==> src/sv/fpa_pkg.sv <==
package fpa_pkg;

   localparam int INPUT_WIDTH_DEFAULT = 16;
   localparam int RATIO_SHIFT = 15;          // quotient bits of t
   localparam int OCTANT_SHIFT = 12;         // 4096 units per octant
   localparam int T2_WIDTH = 17;             // -(t*t) >> 15, signed
   localparam int POLY_WIDTH = 18;           // Horner accumulator, signed
   localparam int HORNER_STEPS = 4;
   localparam int ANGLE_WIDTH = 16;

   localparam logic signed [POLY_WIDTH-1:0] COEF_A = 18'sh00470;
   localparam logic signed [POLY_WIDTH-1:0] COEF_HORNER [HORNER_STEPS] =
      '{18'sh01029, 18'sh01F0B, 18'sh0364C, 18'sh0A2FC};

   // fold stage, divider steps, square, Horner steps, final multiply, output
   localparam int NUM_STAGES = 1 + RATIO_SHIFT + 1 + HORNER_STEPS + 1 + 1;

   typedef struct packed {
      logic [2:0] octant;
      logic       yzero;
   } fpa_meta_type;

endpackage

==> src/sv/fpa_horner_stage.sv <==
module fpa_horner_stage import fpa_pkg::*; (
   input  logic                         clock,
   input  logic                         en,
   input  logic signed [POLY_WIDTH-1:0] coef,
   input  logic signed [T2_WIDTH-1:0]   t2_i,
   input  logic [RATIO_SHIFT-1:0]       t_i,
   input  logic signed [POLY_WIDTH-1:0] p_i,
   input  fpa_meta_type                 meta_i,
   output logic signed [T2_WIDTH-1:0]   t2_o,
   output logic [RATIO_SHIFT-1:0]       t_o,
   output logic signed [POLY_WIDTH-1:0] p_o,
   output fpa_meta_type                 meta_o
);

   localparam int PROD_WIDTH = T2_WIDTH + POLY_WIDTH;

   logic signed [PROD_WIDTH-1:0] prod;
   logic signed [PROD_WIDTH-1:0] sum;

   always_comb begin
      prod = PROD_WIDTH'(t2_i) * PROD_WIDTH'(p_i);
      sum  = (prod >>> RATIO_SHIFT) + PROD_WIDTH'(coef);
   end

   always_ff @(posedge clock) begin
      if (en) begin
         t2_o   <= t2_i;
         t_o    <= t_i;
         p_o    <= sum[POLY_WIDTH-1:0];
         meta_o <= meta_i;
      end
   end

endmodule

==> config.mk <==
export PLATFORM = sky130hd
export DESIGN_NAME = fpa_horner_stage
export DESIGN_NICKNAME = d
export VERILOG_FILES = /design/src/sv/fpa_pkg.sv /design/src/sv/fpa_horner_stage.sv
export SDC_FILE = /design/constraint.sdc
export NUM_CORES = 1
export LEC_CHECK = 0
export BUFFER_PORTS_ARGS = -buffer_cell sky130_fd_sc_hd__buf_2
export CORE_ASPECT_RATIO = 1.75
export CORE_MARGIN = 2
export CORE_UTILIZATION = 63
export CTS_CLUSTER_DIAMETER = 30
export DETAILED_ROUTE_END_ITERATION = 12
export PLACE_DENSITY = 0.95
export SLEW_MARGIN = 30
export SYNTH_ARGS = -nofsm -noshare
export SYNTH_HDL_FRONTEND = slang
export SYNTH_SLANG_ARGS = --single-unit
==> constraint.sdc <==
create_clock -name clock -period 8.91 [get_ports clock]
set_input_delay 1.3365 -clock clock [delete_from_list [all_inputs] [get_ports clock]]
set_output_delay 1.3365 -clock clock [all_outputs]
set_load 0.005 [all_outputs]
### Word level (Yosys, flattened, before mapping)

Cells that the tools add are included.

* flip-flop bits (word level): 54
* input port bits: 74
* output and inout bits: 54
* logic and storage cells: 7

* $mul: 1
* add/subtract/negate cells: 1

Operators by type and width (count)
* $mul 17x18->33: 1
* $add 18x18->18: 1

### Longest topological paths before layout

* depth after elaboration: 2
* gate-level depth with buffers: 33
* gate-level depth less buffers: 32

### Worst setup path after synthesis

No wires, ideal clock.

* kind: input -> register
* start point: input port p_i[17]
* end point: register p_o[17], data pin
* cell stages on the path: 31
* slack: 0.778 ns
* path buffers: 1
* library setup time: 0.260 ns
* arrival: 7.872 ns
* cell sequence: clkbuf_1 nand2_1 inv_1 fa_1 inv_1 fa_1 inv_1 fa_1 fa_1 fa_1 inv_1 fa_1 inv_1 ha_1 a21o_1 a21o_1 a211oi_1 nor2_1 a31oi_4 inv_1 nor2_1 xnor2_1 ha_1 o21a_1 o21ai_1 a21oi_1 a21oi_1 nand2b_1 a221oi_1 xnor2_1 xnor2_1

* word-level cells in the longest chain between the ends: 2

Ends and longest elaborated chain
* start, declared: line fpa_horner_stage.sv:7 `input logic signed [POLY_WIDTH-1:0] p_i,`
* $mul 17x18->33: line fpa_horner_stage.sv:21 `prod = PROD_WIDTH'(t2_i) * PROD_WIDTH'(p_i);`
* $add 18x18->18: line fpa_horner_stage.sv:22 `sum = (prod >>> RATIO_SHIFT) + PROD_WIDTH'(coef);`
* via sum[17]: line fpa_horner_stage.sv:18 `logic signed [PROD_WIDTH-1:0] sum;`
* end signal, assigned: line fpa_horner_stage.sv:29 `p_o <= sum[POLY_WIDTH-1:0];`
* end, declared: line fpa_horner_stage.sv:11 `output logic signed [POLY_WIDTH-1:0] p_o,`

The timed path passes the listed nets, and every way through them passes these cells.
A chain may end at the register's enable or synchronous reset.

### Final worst setup path

* start point: input port p_i[11]
* end point: register p_o[17], data pin

The elaborated chain is that of the path after synthesis.

==> reports/summary.txt <==
Outcome -> finished, final reports clean
Remaining antenna violation count after routing -> 0
GPL Wtd Cong -> 0.934
Initial antenna violation count -> 0
Worst-margin pin slew -> 0.763 ns
Syn-to-layout area delta -> 7.95%
Final Hold Vio Count -> 0
Syn avg cell area -> 10.1 um2
Boundary Pins -> 128
First-pass GRT wire length -> 51.1 mm
Synth Register Bits -> 54
Routed wire per std cell -> 18.9 um
Clock slew at reported path FFs -> 0.08 ns
Drt drc -> 0
Clock sink total -> 54
Pre-antenna DRT Iters -> 6
Crit path required time -> 8.97 ns
Number of gates resized after CTS -> 0
Max-cap violations -> 0
# diodes -> 0
Vias in the first global route -> 10500
Via/cell ratio -> 5.64
Post-synth EDFFs -> 54
Dpl ws -> 0.0481 ns
H-tree level count -> 2
Initial DRC count -> 510
GRT overflow -> 0
FP Rows -> 69
Final nets -> 1851
Fin worst setup slack -> 0.376 ns
Max-slew violations -> 0
CTS root buf -> clkbuf_16
Most common cell after layout, fill and taps aside -> inv_1
Post-synth top flop -> edfxtp_1
Area share of the largest cell type after synthesis -> 46.2%
Crit path capture type -> register
Max incr delay on CP -> 0.57 ns
Port bufs -> 127
Cts bufs inserted -> 5
Unique masters post-synth -> 46
Hold_sp -> t_i[1]
Post-Syn Instances -> 1280
Setup CP Type -> input pin to register
Warnings from Yosys -> 0
Final core occ -> 68.7%
WL final -> 30.8 mm
Max frequency -> 117 MHz
DP Area -> 13700 um2
Post-route non-filler standard cell count -> 1632
Slowest cell on crit path -> fa_1
Synth Net Count -> 1748
Pin count of the biggest net entering global routing -> 55
Min Tclk post-route -> 8.53 ns
Placeable core region -> 20200 um2
Fraction of layout cells with a size suffix above 1 -> 11.6%
CP most frequent cell -> fa_1
Rel. slew slack -> 49.1%
Starting Density -> 63.7%
Total Routing Usage GR -> 30.6%
Final setup fails -> 0
Post-synthesis sequential area ratio -> 12.6%
Hold Buf Count CTS -> 0
Fraction of synthesis flops using an asynchronous set or reset pin -> 0%
CTS tree -> built
Die area -> 21600 um2
DP Cell Count -> 1624
Post-route cell area -> 13900 um2
Startpoint types -> input pin
Most frequent cells in the layout -> inv_1, fa_1, nand2_1, and2_1, buf_2
CP Max Fanout -> 17
Die Y -> 193 um
DP HPWL -> 26.1 mm
Max clock buf depth -> 2
WP data arrival -> 8.59 ns
Hold Path Class -> input pin to register
Synth Cell Area -> 12900 um2
Fin crit share -> 95.8%
Die width -> 112 um
Postcts setup bufs -> 0
CP startpoint -> p_i[11]
Cell accounting for the most synthesized area -> fa_1
Top cells by area, synth -> fa_1, edfxtp_1, ha_1
Vias -> 9212
[final timing paths]
path                   to  cells past startpoint
setup / recovery  p_o[17]                     29
hold / removal     t_o[1]                      1
[area by class of cell]
cell class | instances | area, um2
multi-input cells | 871 | 9920
fillers | 1447 | 6310
flip-flops and latches | 54 | 1620
inverters | 315 | 1180
repair buffers | 136 | 703
well taps | 248 | 310
clock buffers | 5 | 125
clock inverters | 3 | 26.3
[flip-flops by register name, indices dropped and copies added, names as in the netlist]
| signal | count |
|---|---|
| p_o | 18 |
| t2_o | 17 |
| t_o | 15 |
| meta_o | 4 |
[cells by family (layout without fill, tap and decap cells)]
family,count (synthesis),in the layout,synth area share [%]
adders and majority gates,394,394,55.7
and+or+nand+nor,363,363,14.0
buffers and inverters,355,459,10.4
AOI/OAI and AO/OA,67,67,4.22
xor gates and xnor gates,47,47,3.20
DFF,54,54,12.6
[per-layer routing]
layer | vias to the layer above | part of all wire [%] | GRT usage [%] | wire [um]
met5 | - | 0 | 0 | 0
met4 | 0 | 8.3 | 21.7 | 2560
met3 | 185 | 5.7 | 3.34 | 1750
met2 | 453 | 55 | 56.8 | 17000
met1 | 4596 | 31 | 32.1 | 9490
li1 | 3978 | - | - | -
[per-stage QoR]
step                      TNS, ns  hold WS [ns]
after detailed placement        0          1.51
after global routing      -0.0139          1.19
after CTS                       0          1.19
final                           0          1.20
after floorplan                 0          1.44
after global placement          0          1.51
[worst max-delay path: cells and delay by family]
family,cells,cell delay (ns)
adders and majority gates,8,3.76
and+or+nand+nor,3,0.34
AOI/OAI and AO/OA,12,2.32
buffers and inverters,4,0.54
xor gates and xnor gates,2,0.28
[cell usage after synthesis, drive strengths merged (9+ instances only)]
library cell,count
fa,297
and2,139
xor2,12
a21oi,20
nand2,155
edfxtp,54
ha,97
a21o,9
xnor2,35
nor2,33
inv,315
nand2b,11
clkbuf,40
Power is not shown: default switching activity piles up to over one toggle a cycle in this logic, so the estimate is an artifact.
