===== src/sv/fpa_pkg.sv =====
package fpa_pkg;

   localparam int INPUT_WIDTH_DEFAULT = 16;
   localparam int RATIO_SHIFT = 15;          // quotient bits of t
   localparam int OCTANT_SHIFT = 12;         // 4096 units per octant
   localparam int T2_WIDTH = 17;             // -(t*t) >> 15, signed
   localparam int POLY_WIDTH = 18;           // Horner accumulator, signed
   localparam int HORNER_STEPS = 4;
   localparam int ANGLE_WIDTH = 16;

   localparam logic signed [POLY_WIDTH-1:0] COEF_A = 18'sh00470;
   localparam logic signed [POLY_WIDTH-1:0] COEF_HORNER [HORNER_STEPS] =
      '{18'sh01029, 18'sh01F0B, 18'sh0364C, 18'sh0A2FC};

   // fold stage, divider steps, square, Horner steps, final multiply, output
   localparam int NUM_STAGES = 1 + RATIO_SHIFT + 1 + HORNER_STEPS + 1 + 1;

   typedef struct packed {
      logic [2:0] octant;
      logic       yzero;
   } fpa_meta_type;

endpackage


===== src/sv/fpa_div_stage.sv =====
module fpa_div_stage import fpa_pkg::*; #(
   parameter int DEN_WIDTH = INPUT_WIDTH_DEFAULT + 1
) (
   input  logic                   clock,
   input  logic                   en,
   input  logic [DEN_WIDTH-1:0]   den_i,
   input  logic [DEN_WIDTH-1:0]   rem_i,
   input  logic [RATIO_SHIFT-1:0] quo_i,
   input  fpa_meta_type           meta_i,
   output logic [DEN_WIDTH-1:0]   den_o,
   output logic [DEN_WIDTH-1:0]   rem_o,
   output logic [RATIO_SHIFT-1:0] quo_o,
   output fpa_meta_type           meta_o
);

   logic [DEN_WIDTH:0]     shifted;
   logic [DEN_WIDTH:0]     diff;
   logic                   qbit;
   logic [DEN_WIDTH-1:0]   rem_in;

   // one restoring step: remainder stays below the divisor
   always_comb begin
      shifted = {rem_i, 1'b0};
      diff    = shifted - {1'b0, den_i};
      qbit    = (shifted >= {1'b0, den_i});
      rem_in  = qbit ? diff[DEN_WIDTH-1:0] : shifted[DEN_WIDTH-1:0];
   end

   always_ff @(posedge clock) begin
      if (en) begin
         den_o  <= den_i;
         rem_o  <= rem_in;
         quo_o  <= {quo_i[RATIO_SHIFT-2:0], qbit};
         meta_o <= meta_i;
      end
   end

endmodule


===== config.mk =====
export PLATFORM = sky130hd
export DESIGN_NAME = fpa_div_stage
export DESIGN_NICKNAME = d
export VERILOG_FILES = /design/src/sv/fpa_pkg.sv /design/src/sv/fpa_div_stage.sv
export SDC_FILE = /design/constraint.sdc
export NUM_CORES = 1
export LEC_CHECK = 0
export BUFFER_PORTS_ARGS = -buffer_cell sky130_fd_sc_hd__clkbuf_2
export CAP_MARGIN = 20
export CORE_MARGIN = 5
export CORE_UTILIZATION = 54
export CTS_BUF_LIST = sky130_fd_sc_hd__clkbuf_8
export CTS_CLUSTER_SIZE = 12
export DETAILED_ROUTE_END_ITERATION = 7
export MAX_ROUTING_LAYER = met4
export PLACE_DENSITY = 0.94
export SETUP_SLACK_MARGIN = 0.1
export SLEW_MARGIN = 15
export SYNTH_ARGS = -nofsm -noshare
export SYNTH_HDL_FRONTEND = slang
export SYNTH_SLANG_ARGS = --single-unit

===== constraint.sdc =====
create_clock -name clock -period 9.7 [get_ports clock]
set_input_delay 2.91 -clock clock [delete_from_list [all_inputs] [get_ports clock]]
set_output_delay 2.91 -clock clock [all_outputs]
set_load 0.02 [all_outputs]

Word-level counts from Yosys, hierarchy flattened
Index checks and enable logic that the tools add are counted.
- $lt $le $gt $ge: 1
- mux-type cells: 1
- $add $sub $neg: 1
- operators with widths (operator ; count):
    >= comparator 18 x 17 -> 1 bit ; 1
    two-way mux 17 bit ; 1
    subtractor 17 bit ; 1
- output and inout bits: 53
- flip-flop bits (word level): 53
- input bits: 55
- logic and storage cells: 9

Logic depth before layout (Yosys ltp)
- depth after elaboration: 2
- mapped depth: 9
- gate-level depth less buffers: 8

Worst setup path before layout
Ideal clock, no wire load.
- path kind: input port to flip-flop
- start: input den_i[0]
- end: register rem_o[10] (data pin)
- slack: 4.534 ns
- data required time: 9.440 ns
- setup time: 0.260 ns
- stages: 8
- buffers on the path: 1
- arrival time: 4.906 ns
- path through: fa_1 -> and2b_1 -> o2111ai_2 -> a32oi_2 -> a221oi_4 -> o21ai_4 -> buf_6 -> mux2_4
- cells in the longest elaborated chain, start to end: 2
- elaborated cells on any way between the ends: 3
- those cells by class: 1 x add/sub; 1 x order compare; 1 x mux
- ends and longest elaborated chain (what ; line ; source):
    from (decl) ; fpa_div_stage.sv:6 ; input logic [DEN_WIDTH-1:0] den_i,
    >= comparator 18 x 17 -> 1 bit ; fpa_div_stage.sv:25 ; qbit = (shifted >= {1'b0, den_i});
    net qbit ; fpa_div_stage.sv:18 ; logic qbit;
    two-way mux 17 bit ; fpa_div_stage.sv:26 ; rem_in = qbit ? diff[DEN_WIDTH-1:0] : shifted[DEN_WIDTH-1:0];
    net rem_in[10] ; fpa_div_stage.sv:19 ; logic [DEN_WIDTH-1:0] rem_in;
    to (signal assigned) ; fpa_div_stage.sv:32 ; rem_o <= rem_in;
    to (decl) ; fpa_div_stage.sv:11 ; output logic [DEN_WIDTH-1:0] rem_o,
The timed path passes the listed nets, and every way through them passes these cells.
A chain may end at the register's enable or synchronous reset.

Final worst setup path
- start: input den_i[0]
- end: register rem_o[4] (data pin)
- cells in the longest elaborated chain, start to end: 2
- elaborated cells on any way between the ends: 3
- those cells by class: 1 x add/sub; 1 x order compare; 1 x mux
- ends and longest elaborated chain (what ; line):
    subtractor 17 bit / >= comparator 18 x 17 -> 1 bit (equally long branches) ; fpa_div_stage.sv:24, fpa_div_stage.sv:25
    two-way mux 17 bit * ; fpa_div_stage.sv:26
    net rem_in[4] ; fpa_div_stage.sv:19
Mark *: on every way through the listed nets, which the timed path passes. The rest lies on a longest branch.

==> impl_metrics.yaml <==
placement:
  numPortBuffers: 106
  hpwl_um: 5000
  gp_congestion: 0.842
  dp_worst_setup_slack_ns: 4.03
logic_synthesis:
  syn_area_per_cell_um2: 13.6
  synth_top_cell_by_area: "edfxtp_1"
  synth_seq_area_share_pct: 58.4
  ys_seq_elements: 53
  yosysWarnings: 0
  synth_top_cells_by_area: "edfxtp_1, ha_1, inv_1"
  yosysUniqueCellTypes: 43
  syn_nets: 274
  syn_area_um2: 2730
  yosysTopAreaCellShare_pct: 58.4
  syn_inst: 201
drt:
  wl_um: 6460
  drc: 0
  first_iter_violations: 98
  vias: 2063
  routedWlPerCell_um: 16.9
  dr.pass1.iters: 4
  vias_per_cell: 5.40
  route.antenna.remaining_nets: 0
clocking:
  cts.path.max_buffers: 2
  postCtsResizedCells: 0
  numClockSinks: 53
  postCtsSetupBuffers: 0
  root_buffer: "clkbuf_8"
  cts_made_buffers: 5
  cts_hold_buf: 0
  cts.clk_slew.worst_paths_ns: 0.09
  ctsHtreeMaxLevel: 2
  cts_tree: "yes"
power:
  ir_drop_mv: 0.0911
  p_leak_nw: 1.61
  powerDensity_nw_per_um2: 171
  total_power_mw: 0.588
sta:
  setup_viol_count_final: 0
  layout_setup_ws_ns: 4.33
  finalWorstPathRequiredPeriod_ns: 5.37
  hold_viol_final: 0
  tightest_slew_ns: 0.645
  rsz0062_at_grt: "false"
  maxSlewHeadroom_pct: 56.8
  fmax_ghz: 0.186
  finalCritPeriodShare_pct: 55.4
  slew_viol_final: 0
  finalSetupTns_ns: 0
worst_setup_path:
  critPathCaptureType: "flip-flop"
  crit_arrival_ns: 5.43
  startpoint_type: "primary input"
  cpPeakStageDelay_ns: 0.55
  crit_required_ns: 9.76
  critPathSlowestCell: "o21ai_4"
  endpoint: "rem_o[4]$_DFFE_PP_"
  cp_num_cells: 8
  crit_family: "compound AO/OA/AOI/OAI gates"
  crit_path_max_fanout: 17
  crit_type: "in -> reg"
  crit_chain: "clkbuf_2 > fa_1 > and2b_1 > o2111ai_2 > a32oi_2 > a221oi_4 > o21ai_4 > mux2_2"
  crit_start: "den_i[0]"
  path_buf_inv: 1
global_routing:
  antenna_found_initial: 0
  grt_pass1_wl_um: 9930
  grt_usage_pct: 20.5
  grt_pass1_vias: 2079
  grt_start_max_net_pins: 54
  grt-ovfl-total: 0
floorplanning:
  coreArea_um2: 4820
  die_h_um: 81.1
  io_pins: 108
  die_area_um2: 6570
  fp-row-count: 25
  initial_core_util_pct: 56.6
  die_w_um: 81.1
flow_run:
  maxCapViolCount: 0
cells_and_area:
  num_antenna_cells: 0
  drive_gt1_share_pct: 42.5
  nNetsFinal: 387
  fillCellCount: 342
  area_growth_pct: 26.5
min_path:
  hold_class: "in -> reg"
  holdPathStages: 1
run_status:
  status: "finished, final reports clean"
synthesized netlist by cell type:
| cell type | count |
|---|---|
| a2111oi_0 | 1 |
| a211o_1 | 2 |
| a211oi_1 | 1 |
| a21boi_0 | 1 |
| a21o_1 | 7 |
| a21o_2 | 1 |
| a21oi_1 | 11 |
| a21oi_2 | 1 |
| a221oi_4 | 1 |
| a311oi_1 | 1 |
| a31o_2 | 1 |
| a31oi_1 | 1 |
| a32oi_2 | 1 |
| and2_1 | 1 |
| and2_2 | 1 |
| and2b_1 | 1 |
| and3_1 | 1 |
| buf_6 | 1 |
| edfxtp_1 | 53 |
| fa_1 | 1 |
| ha_1 | 17 |
| inv_1 | 22 |
| mux2_2 | 7 |
| mux2_4 | 5 |
| mux2i_1 | 2 |
| nand2_1 | 10 |
| nand2b_1 | 4 |
| nand3_1 | 2 |
| nand4_1 | 1 |
| nand4b_1 | 1 |
| nor2_1 | 9 |
| nor3_1 | 2 |
| nor4_1 | 1 |
| o2111ai_2 | 1 |
| o211a_1 | 1 |
| o211ai_1 | 3 |
| o21a_1 | 4 |
| o21ai_0 | 6 |
| o21ai_4 | 1 |
| o21bai_1 | 1 |
| o311ai_0 | 1 |
| xnor2_1 | 4 |
| xor2_1 | 7 |
where the power goes:
part | total [mW] | internal, mW | switching, mW | leakage [nW]
Combinational | 0.152 | 0.0613 | 0.0912 | 1.03
Sequential | 0.287 | 0.281 | 0.00651 | 0.519
Clock | 0.149 | 0.0765 | 0.0721 | 0.0595
Total | 0.588 | 0.419 | 0.170 | 1.61
how the worst min path moves through the flow:
stage | startpoint | to | slack (ns)
floorplan | den_i[0] | den_o[0]$_DFFE_PP_ | 3.01
global placement | quo_i[9] | quo_o[10]$_DFFE_PP_ | 3.09
detailed placement | quo_i[9] | quo_o[10]$_DFFE_PP_ | 3.09
CTS | quo_i[9] | quo_o[10]$_DFFE_PP_ | 2.77
global route | quo_i[9] | quo_o[10]$_DFFE_PP_ | 2.77
finish | quo_i[9] | quo_o[10]$_DFFE_PP_ | 2.78
metal layers:
layer / part of all wire (%) / up-vias / global-route usage [%] / wire length [um]
met5: 0 / - / - / 0
met4: 1.5 / 0 / 6.25 / 96
met3: 9.7 / 11 / 4.66 / 627
met2: 49 / 99 / 36.2 / 3150
met1: 40 / 978 / 23.1 / 2590
li1: - / 975 / - / -
logic make-up (layout without fill, tap and decap cells):
group / count (synthesis) / count (layout) / share of synthesized area (%)
adder cells (fa/ha/maj): 18 / 18 / 8.54
buffers and inverters: 23 / 137 / 3.44
XOR/XNOR: 11 / 11 / 3.53
AO/OA/AOI/OAI: 48 / 48 / 13.7
multiplexers: 14 / 14 / 6.38
flip-flops: 53 / 53 / 58.4
AND/OR/NAND/NOR: 34 / 34 / 6.06
placed cells by master, fill, tap and decap left out, types with 5 or more instances in the layout:
master / Yosys / final
a21o_1: 7 / 7
a21oi_1: 11 / 11
clkbuf_2: 0 / 106
clkbuf_8: 0 / 5
edfxtp_1: 53 / 53
ha_1: 17 / 17
inv_1: 22 / 23
mux2_2: 7 / 7
mux2_4: 5 / 5
nand2_1: 10 / 10
nor2_1: 9 / 9
o21ai_0: 6 / 6
xor2_1: 7 / 7
per-stage QoR:
step                utilization (%)  instance area, um2  hold slack (ns)  std cells
global route                   71.6                3450             2.77        382
detailed placement             69.3                3340             3.09        374
CTS                            71.6                3450             2.77        382
floorplan                         -                2730             3.01        201
global placement               69.3                3340             3.09        374
finish                         71.6                3450             2.78        382
sequential cells by signal (all words and copies together) (netlist names):
signal  cells
quo_o      15
den_o      17
meta_o      4
rem_o      17
final cells by class:
type	instances	area [um2]	area share, %
Tap cell	67	83.8	2.43
Sequential cell	53	1590	46.2
Clock buffer	5	68.8	2.00
Inverter	22	82.6	2.39
Timing Repair Buffer	107	538	15.6
Multi-Input combinational cell	125	1040	30.2
Clock inverter	3	42.5	1.23
No activity file was read; power rests on OpenSTA's default activity.
